## src/design/tem_pkg.sv

```systemverilog
// ----------------------------------------------------------------------------
// tem_pkg - shared types and constants of the timer event multiplexer
// Table size, field widths, status codes and the structs between the
// sequencer, the slot memory and the scan unit.
// ----------------------------------------------------------------------------
package tem_pkg;

    localparam int SLOTS      = 32;
    localparam int FIRE_LIMIT = 32;
    localparam int IDX_W      = (SLOTS > 1) ? $clog2(SLOTS) : 1;
    localparam int CNT_W      = $clog2(SLOTS + 1);
    localparam int FIRE_W     = $clog2(FIRE_LIMIT + 1);

    localparam int TIME_W = 64;
    localparam int ORD_W  = 64;
    localparam int TAG_W  = 16;
    localparam int FREQ_W = 32;
    localparam int SEC_W  = 32;

    // input item kinds
    localparam logic KIND_ADD  = 1'b0;
    localparam logic KIND_TICK = 1'b1;

    // result status codes
    localparam logic [1:0] ST_OK     = 2'd0;
    localparam logic [1:0] ST_FULL   = 2'd1;
    localparam logic [1:0] ST_NOFREQ = 2'd2;
    localparam logic [1:0] ST_FIRED  = 2'd3;

    typedef struct packed {
        logic [TIME_W-1:0] deadline;
        logic [ORD_W-1:0]  order;
        logic [TAG_W-1:0]  tag;
    } t_slot;

    typedef struct packed {
        logic              clear;    // start of a pass, drop accumulated picks
        logic              en;       // a valid slot is presented this cycle
        logic              use_due;  // track the earliest expired slot
        logic [TIME_W-1:0] now;
    } t_scan_ctl;

    typedef struct packed {
        logic              due_found;
        logic [IDX_W-1:0]  due_idx;
        logic [TAG_W-1:0]  due_tag;
        logic              any_found;
        logic [TIME_W-1:0] min_deadline;
    } t_scan_res;

endpackage

```

## src/design/tem_scan_unit.sv

```systemverilog
// ----------------------------------------------------------------------------
// tem_scan_unit - shared compare unit
// Takes one slot per cycle and keeps the earliest expired slot (deadline,
// then order) and the smallest deadline over all presented slots.
// ----------------------------------------------------------------------------
module tem_scan_unit (
    input  logic                      i_clk,
    input  logic                      i_rst_n,
    input  tem_pkg::t_scan_ctl        i_ctl,
    input  logic [tem_pkg::IDX_W-1:0] i_idx,
    input  tem_pkg::t_slot            i_slot,
    output tem_pkg::t_scan_res        o_res
);

    logic                       r_due_found;
    logic [tem_pkg::IDX_W-1:0]  r_due_idx;
    logic [tem_pkg::TAG_W-1:0]  r_due_tag;
    logic [tem_pkg::TIME_W-1:0] r_due_dl;
    logic [tem_pkg::ORD_W-1:0]  r_due_ord;
    logic                       r_any;
    logic [tem_pkg::TIME_W-1:0] r_min;

    logic is_due;
    logic beats_due;
    logic beats_min;

    assign is_due    = i_ctl.use_due && (i_slot.deadline <= i_ctl.now);
    assign beats_due = !r_due_found || (i_slot.deadline < r_due_dl) ||
                       ((i_slot.deadline == r_due_dl) && (i_slot.order < r_due_ord));
    assign beats_min = !r_any || (i_slot.deadline < r_min);

    always_ff @(posedge i_clk) begin
        if (!i_rst_n) begin
            r_due_found <= 1'b0;
            r_any       <= 1'b0;
        end else if (i_ctl.clear) begin
            r_due_found <= 1'b0;
            r_any       <= 1'b0;
        end else if (i_ctl.en) begin
            if (is_due && beats_due) begin
                r_due_found <= 1'b1;
            end
            r_any <= 1'b1;
        end
    end

    always_ff @(posedge i_clk) begin
        if (i_ctl.en && !i_ctl.clear) begin
            if (is_due && beats_due) begin
                r_due_idx <= i_idx;
                r_due_tag <= i_slot.tag;
                r_due_dl  <= i_slot.deadline;
                r_due_ord <= i_slot.order;
            end
            if (beats_min) begin
                r_min <= i_slot.deadline;
            end
        end
    end

    assign o_res.due_found    = r_due_found;
    assign o_res.due_idx      = r_due_idx;
    assign o_res.due_tag      = r_due_tag;
    assign o_res.any_found    = r_any;
    assign o_res.min_deadline = r_min;

endmodule

```

## config.mk

```make
export PLATFORM = sky130hd
export DESIGN_NAME = tem_scan_unit
export DESIGN_NICKNAME = d
export VERILOG_FILES = /design/src/design/tem_pkg.sv /design/src/design/tem_scan_unit.sv
export SDC_FILE = /design/constraint.sdc
export NUM_CORES = 1
export LEC_CHECK = 0
export BUFFER_PORTS_ARGS = -buffer_cell sky130_fd_sc_hd__buf_2
export CORE_AREA = 10 10 219 221
export CTS_BUF_LIST = sky130_fd_sc_hd__clkbuf_8
export DETAILED_ROUTE_END_ITERATION = 12
export DIE_AREA = 0 0 229 231
export PLACE_DENSITY = 0.56
export SYNTH_ARGS = -nofsm -noshare
export SYNTH_HDL_FRONTEND = slang
export SYNTH_SLANG_ARGS = --single-unit
```

## constraint.sdc

```tcl
create_clock -name i_clk -period 25.5 [get_ports i_clk]
set_input_delay 7.65 -clock i_clk [delete_from_list [all_inputs] [get_ports i_clk]]
set_output_delay 7.65 -clock i_clk [all_outputs]
set_load 0.02 [all_outputs]
```

# Word-level counts from Yosys, hierarchy flattened
# Index checks and enable logic that the tools add are counted.
classes:
  magnitude_cmp: 4
  eq_ne: 1
  bitwise: 1
  n_reduce_logical: 14
op_table:
  columns: ["op", "n"]
  rows:
  - ["< comparator 64 bit", 3]
  - ["== test 64 bit", 1]
  - ["<= comparator 64 bit", 1]
  - ["AND reduction 2 bit", 3]
  - ["logical AND 1 bit", 4]
  - ["logical NOT 1 bit", 3]
  - ["logical OR 1 bit", 3]
  - ["OR reduction 2 bit", 1]
  - ["inverter 1 bit", 1]
word_totals:
  register_bits: 215

# Logic depth before layout (Yosys ltp)
# Gate-level depths: netlist of the first run.
depth:
  word_depth: 5
  depth_mapped: 10
  mapped_depth_nobuf: 10

# Worst setup path after synthesis of the first run
# OpenSTA, ideal clock, no wires.
synth_timing:
  kind: "input port to flip-flop"
  start: "input port i_ctl[61] (netlist name)"
  end: "register r_due_dl[0] (netlist name) (enable)"
  arrival_ns: 16.618
  path_slack_ns: 8.175
  cell_stages: 10
  path_buffers: 0
  cell_sequence: "inv_1 -> ha_1 -> nand4_1 -> nor3_2 -> nand4_1 -> or4_4 -> nor4_2 -> or2_1 -> o22ai_1 -> a21oi_1"
synth_between:
  elab_chain_cells: 4
synth_lines:
  columns: ["item", "line_no", "source"]
  rows:
  - ["start, declared", "tem_scan_unit.sv:9", "input tem_pkg::t_scan_ctl i_ctl,"]
  - ["<= comparator 64 bit", "tem_scan_unit.sv:27", "assign is_due = i_ctl.use_due && (i_slot.deadline <= i_ctl.now);"]
  - ["logical AND 1 bit", "tem_scan_unit.sv:27", null]
  - ["logical AND 1 bit", "tem_scan_unit.sv:49", "if (is_due && beats_due) begin"]
  - ["AND reduction 2 bit (no line)", null, null]
  - ["end signal, assigned", "tem_scan_unit.sv:52", "r_due_dl <= i_slot.deadline;"]
  - ["end, declared", "tem_scan_unit.sv:18", "logic [tem_pkg::TIME_W-1:0] r_due_dl;"]
# Every way passes these cells.
# A chain may end at the register's enable or synchronous reset.

# Worst setup path in the final report of the first run
layout_timing:
  start: "input port i_slot[137] (netlist name)"
  end: "register r_due_ord[17] (netlist name) (enable)"
layout_between:
  elab_chain_cells: 5
  elab_cells_between_ends: 9
  cone_classes: "order compare (2); eq/ne (1); reduce/logical (6)"
layout_lines:
  columns: ["item", "line_no", "source"]
  rows:
  - ["start, declared", "tem_scan_unit.sv:11", "input tem_pkg::t_slot i_slot,"]
  - ["< comparator 64 bit / == test 64 bit (equally long branches)", "tem_scan_unit.sv:28, tem_scan_unit.sv:29", null]
  - ["logical OR 1 bit / logical AND 1 bit (equally long branches)", "tem_scan_unit.sv:28, tem_scan_unit.sv:29", null]
  - ["logical OR 1 bit", "tem_scan_unit.sv:28", "assign beats_due = !r_due_found || (i_slot.deadline < r_due_dl) ||"]
  - ["logical AND 1 bit *", "tem_scan_unit.sv:49", null]
  - ["AND reduction 2 bit (no line) *", null, null]
  - ["end signal, assigned", "tem_scan_unit.sv:53", "r_due_ord <= i_slot.order;"]
  - ["end, declared", "tem_scan_unit.sv:19", "logic [tem_pkg::ORD_W-1:0] r_due_ord;"]
# Mark *: on every way between the ends. The rest lies on a longest branch, timed or not.

==> run summary, run 1 <==
wire length per cell = 17.40 µm
design area = 15930 µm²
YS warnings = 0
Crit Path Class = in2reg
DRT iter0 DRCs = 429
total CTS buffers = 43
Seq/Total Area, Yosys = 49.99%
syn nets = 1599
# hold bufs at CTS = 0
wire length on met1 = 16780 µm
Crit Reg-Reg Endpoint = r_due_ord[17]
DRC viols = 0
initial antenna violation count = 4
most common flop cell mapped by yosys = edfxtp_1
fraction of layout cells with a size suffix above 1 = 24.57%
Min-Delay Path Class = reg2reg
vias per inst = 4.530
hold depth = 2
Worst Path Arrival = 11570 ps
Crit path max-delay family = buffers and inverters
commonest non-fill, non-tap cell in the layout = buf_2
crit path time final = 11380 ps
Rel. slew slack = 27.01%
Tcrit/Tclk final = 44.64%
largest net degree at the start of global routing = 77
HP Start = r_any
postcts setup bufs = 0
first-pass GRT wire length = 56630 µm
WHS Endpoint = r_any
hpwl dp = 29200 µm
crit start category = input pin
Cell variety after synth = 49
R2R cell count = 11
H-tree depth = 2
Die Wd = 229 µm
Crit path required time = 25690 ps
post-CTS sizing = 0
Post-Syn Instances = 1127
vias after detailed routing = 9513
highest clock rate = 87.85 MHz
leading cell types in the layout, fill and taps excluded = 304 x buf_2, 267 x inv_1, 254 x ha_1
I/O pin count = 305
slowest stage delay, CP = 880 ps
Nets = 1951
CP Cell Sequence = buf_2, ha_1, nand4_1, or4_1, or4_1, a211oi_1, o21a_1, o41ai_1, a21oi_4, buf_4, buf_4
share of the synthesized area in the top cell type = 49.67%
worst reg2reg setup slack = 21000 ps
synth top area cells = edfxtp_1 50%, ha_1 25%, inv_1 7.5%
GRT overflow = 0
routed wire length = 36530 µm
Worst-path clk slew = 60 ps
Crit Reg-Reg Startpoint = r_due_dl[57]
Synth area leader = edfxtp_1
Final Max Tran Viols = 0
Met2 Routed Length = 16930 µm
clock latency on the worst-skew pair = 590 ps
Avg Cell Area, Syn = 11.43 µm²
#FFs+latches synth = 215
worst slew pin tran = 1095 ps
pwr/cell area = 54.91 nW/µm²
CP max stage cell = buf_4
CTS tree = yes
area growth from synthesis to layout = 23.71%
leak pwr = 7.689 nW
Fillers = 4434
Async SR Flop Fraction = 0%
Bufs and invs on worst path = 3
First-pass DRT Iterations = 5
vias in the first global route = 10090
worst clock skew = 20.40 ps
die height = 231 µm
Clock Tree Root = clkbuf_8
endpoint class of the critical path = flip-flop
gr usage total = 13.48%
Design Power = 874.7 µW
status = finished clean
full die area = 52900 µm²
row count = 77
CP max FO = 76
maximum vdd ir drop = 0.03420 mV
number of setup violations in the final report = 0
final-report hold violation count = 0
Clock Path Buffers = 3
Placed Area = 15190 µm²
met3 wire length = 2026 µm
number of flops mapped to enable cells by yosys = 213
DRT antenna net count = 0
CTS sink count = 215
Core Area = 43740 µm²
I/O Buffers = 304
total of max-cap violations = 0
GP Congestion = 0.8190
synthesized cell area = 12880 µm²
RSZ-0062 raised after global routing = no
Initial Util = 29.44%
Fin Setup TNS = 0 ps
top layer in use = met5
[area by class of cell]
type	instances	area (µm²)	share of cell area, %
Antenna cell	2	5.005	0.03142
Clock inverter	27	116.4	0.7305
Timing Repair Buffer	309	1559	9.787
Clock buffer	45	619.3	3.888
Sequential cell	215	6436	40.41
Multi-Input combinational cell	654	5492	34.47
Tap cell	592	740.7	4.650
Inverter	256	960.9	6.033
[per-layer routing]
| metal | track usage, % | vias up |
|---|---|---|
| li1 | - | 4779 |
| met1 | 17.32 | 4441 |
| met2 | 21.81 | 222 |
| met3 | 3.655 | 65 |
| met4 | 3.931 | 6 |
| met5 | 0 | - |
[power by group]
part           switching (mW)  internal (mW)  total (mW)
Sequential            0.00621          0.409       0.415
Clock                   0.157          0.162       0.318
Combinational          0.0857         0.0553       0.141
[how the worst max path moves through the flow]
stage	startpoint	endpoint	slack, ps	cells past startpoint
global placement	i_slot[137]	r_due_ord[31]	13400	11
finish	i_slot[137]	r_due_ord[17]	14120	11
floorplan	i_ctl[61]	r_due_dl[0]	8170	10
global route	i_slot[127]	r_due_ord[16]	13760	12
CTS	i_slot[137]	r_due_ord[25]	13970	11
detailed placement	i_slot[137]	r_due_ord[28]	13320	11
[state kept, by name, summed over array words and instances, names as in the netlist]
name,count
r_due_dl,64
r_any,1
r_due_ord,64
r_due_found,1
r_due_idx,5
r_due_tag,16
r_min,64
[metrics by stage]
| step | cells | hold WS (ps) | utilization [%] | worst slack, ps |
|---|---|---|---|---|
| floorplan | 1127 | 460.9 | - | 8175 |
| global placement | 2026 | 516.2 | 34.72 | 13400 |
| detailed placement | 2026 | 536.3 | 34.72 | 13320 |
| CTS | 2098 | 547.7 | 36.41 | 13970 |
| global route | 2099 | 572.6 | 36.41 | 13760 |
| finish | 2100 | 528.9 | 36.42 | 14120 |
[cell usage after synthesis, drive strengths merged, types with 5 or more instances]
cell type  number
a21o           25
edfxtp        213
o211ai          7
nand4          41
o21ai          45
a211oi         17
inv           256
nor2           28
nand2          48
nand3          17
nand2b          5
o21a            8
a21oi          88
nor3           14
ha            254
and4            5
nor2b           8
[worst reg2reg max path: stages (launching register included)]
cell and delay, ps:
edfxtp_1 320, inv_1 40, ha_1 280, nand4_1 130, or4_1 560, or4_1 530
a211oi_1 260, o21a_1 140, o41ai_1 180, a21oi_4 180, buf_4 470, buf_4 890
[logic make-up after synthesis]
group / count (synthesis) / share of synthesized area, %
AO/OA/AOI/OAI: 216 / 10.18
adder cells (fa/ha/maj): 254 / 24.68
buffers and inverters: 258 / 7.579
flip-flops: 215 / 49.99
AND/OR/NAND/NOR: 184 / 7.570
Note: power is estimated with default switching activity, not from simulation.
==> inputs of run 2 (changes only) <==
Settings changed: PLACE_DENSITY 0.56 to 0.58.
Clock period 25.5 ns to 9.35 ns, I/O delays scaled along.
==> run 2 against run 1 <==
Worst hold slack gained 2.9 ps. Combinational power grew to 2.8 times the previous value. Critical path depth is the same. Wire length grew 1.6%. Register-to-register slack lost 15000 ps. Clock skew grew 7.7 ps. Power grew to 2.7 times the previous value. Count of clock-buffer cells in the layout shrank 5. Critical endpoint is now r_due_dl[29]. Final area shrank 0.45%. Clock power grew to 2.6 times the previous value.
==> run summary, run 2 (synthesized netlist as in run 1, its figures left out) <==
clock latency on the worst-skew pair = 580 ps (about the same)
full die area = 52900 µm² (unchanged)
vias in the first global route = 10330 (+2.4%)
hold depth = 2 (unchanged)
Worst Path Arrival = 6330 ps (-5240 ps)
First-pass DRT Iterations = 4 (-1)
design area = 15860 µm² (-0.45%)
first-pass GRT wire length = 57460 µm (+1.5%)
Clock Path Buffers = 3 (unchanged)
vias per inst = 4.633 (+2.3%)
Placed Area = 15180 µm² (about the same)
postcts setup bufs = 0 (unchanged)
I/O Buffers = 304 (unchanged)
die height = 231 µm (unchanged)
worst hold margin = 531.8 ps (+2.930 ps)
highest clock rate = 162.6 MHz
CTS sink count = 215 (unchanged)
CP max FO = 72 (-5.3%)
R2R cell count = 8 (-3)
number of setup violations in the final report = 0 (unchanged)
Crit Reg-Reg Startpoint = r_min[5]
final-report hold violation count = 0 (unchanged)
initial antenna violation count = 7 (+3)
leak pwr = 7.645 nW (-0.56%)
crit path from = i_slot[141]
dpl cells = 2025 (-0.049%)
fraction of layout cells with a size suffix above 1 = 24.33% (-0.24 points)
post-CTS sizing = 0 (unchanged)
RSZ-0062 raised after global routing = no
area growth from synthesis to layout = 23.16%
GRT overflow = 0 (unchanged)
row count = 77 (unchanged)
DRC viols = 0 (unchanged)
Fin Setup TNS = 0 ps (unchanged)
# hold bufs at CTS = 0 (unchanged)
Nets = 1947 (-0.21%)
worst reg2reg setup slack = 5510 ps (-15490 ps)
Worst-path clk slew = 60 ps (about the same)
final core utilization = 36.25% (-0.16 points)
DRT iter0 DRCs = 379 (-12%)
H-tree depth = 2 (unchanged)
Min-Delay Path Class = reg2reg
Die Wd = 229 µm (unchanged)
commonest non-fill, non-tap cell in the layout = buf_2
Design Power = 2.336 mW (+170%)
wire length per cell = 17.72 µm (+1.8%)
Initial Util = 29.44% (unchanged)
maximum vdd ir drop = 0.1009 mV (+190%)
CTS tree = yes
Rel. slew slack = 28.69% (+1.7 points)
routed wire length = 37100 µm (+1.6%)
final worst slack = 3201 ps (-10920 ps)
pre-CTS WS = 2504 ps (-10810 ps)
Fillers = 4448 (+0.32%)
gr usage total = 13.75% (+0.27 points)
total of max-cap violations = 0 (unchanged)
total CTS buffers = 40 (-7.0%)
Crit Reg-Reg Endpoint = r_min[9]
Regs by FF count = r_due_dl: 64 flops, r_due_ord: 64 flops, r_min: 64 flops
Final Max Tran Viols = 0 (unchanged)
HP Start = r_any
status = finished clean
worst slew pin tran = 1070 ps (-25.15 ps)
pwr/cell area = 147.3 nW/µm² (+170%)
endpoint class of the critical path = flip-flop
worst clock skew = 28.06 ps (+7.654 ps)
leading cell types in the layout, fill and taps excluded = 304 x buf_2, 263 x inv_1, 254 x ha_1
crit path time final = 6149 ps
I/O pin count = 305 (unchanged)
vias after detailed routing = 9701 (+2.0%)
crit start category = input pin
DRT antenna net count = 0 (unchanged)
hpwl dp = 30060 µm (+2.9%)
WHS Endpoint = r_any
Crit Path Class = in2reg
largest net degree at the start of global routing = 78 (+1.3%)
Clock Tree Root = clkbuf_8
Crit path required time = 9530 ps (-16160 ps)
GP Congestion = 0.8238 (+0.59%)
Core Area = 43740 µm² (unchanged)
Tcrit/Tclk final = 65.77%
non-filler instance count after layout = 2094 (-0.29%)
## run 2: cell count changes in the layout (fill, tap and decap cells not counted), sizes merged
| cell | previous run | this run |
|---|---|---|
| clkbuf | 45 | 40 |
| clkinv | 13 | 17 |
| clkinvlp | 3 | 1 |
| inv | 267 | 265 |
| buf | 309 | 308 |
## run 2: final cells by class
type | count | area (µm²) | share of cell area [%]
inverter | 256 | 960.9 | 6.060
sequential | 215 | 6436 | 40.59
clock buffer | 40 | 550.5 | 3.472
tap | 592 | 740.7 | 4.671
timing repair buffer | 308 | 1551 | 9.784
clock inverter | 27 | 122.6 | 0.7732
multi-input combinational | 654 | 5490 | 34.62
antenna | 2 | 5.005 | 0.03156
## run 2: worst max-delay path by stage
| stage | end | slack (ps) | cells past startpoint |
|---|---|---|---|
| 2_1_floorplan | r_due_dl[0] | 90 | 8 |
| 4_1_cts | r_due_dl[45] | 3140 | 11 |
| 3_5_place_dp | r_due_dl[33] | 2500 | 11 |
| 3_3_place_gp | r_due_dl[31] | 2560 | 11 |
| 5_1_grt | r_due_dl[29] | 2920 | 11 |
| 6_report | r_due_dl[29] | 3200 | 11 |
## run 2: metal layers
layer	up-vias	wire length, µm	share of wire [%]	track usage (%)
li1	4765	-	-	-
met1	4608	16780	45	17.22
met2	265	16950	46	22.30
met3	53	2724	7.3	4.857
met4	10	593	1.6	3.228
met5	-	57	0.15	0
## run 2: worst max-delay path, stage by stage
cell and delay [ps]:
buf_2 150, ha_1 300, nand4_1 270, nor3_2 300, nand4_1 240, or4_4 610
nor4_2 250, or2_1 140, o22ai_1 200, a21oi_4 180, buf_4 820
## run 2: power by group
group          switching, mW  internal [mW]
registers             0.0176           1.12
clock network          0.416          0.399
logic                  0.237          0.151
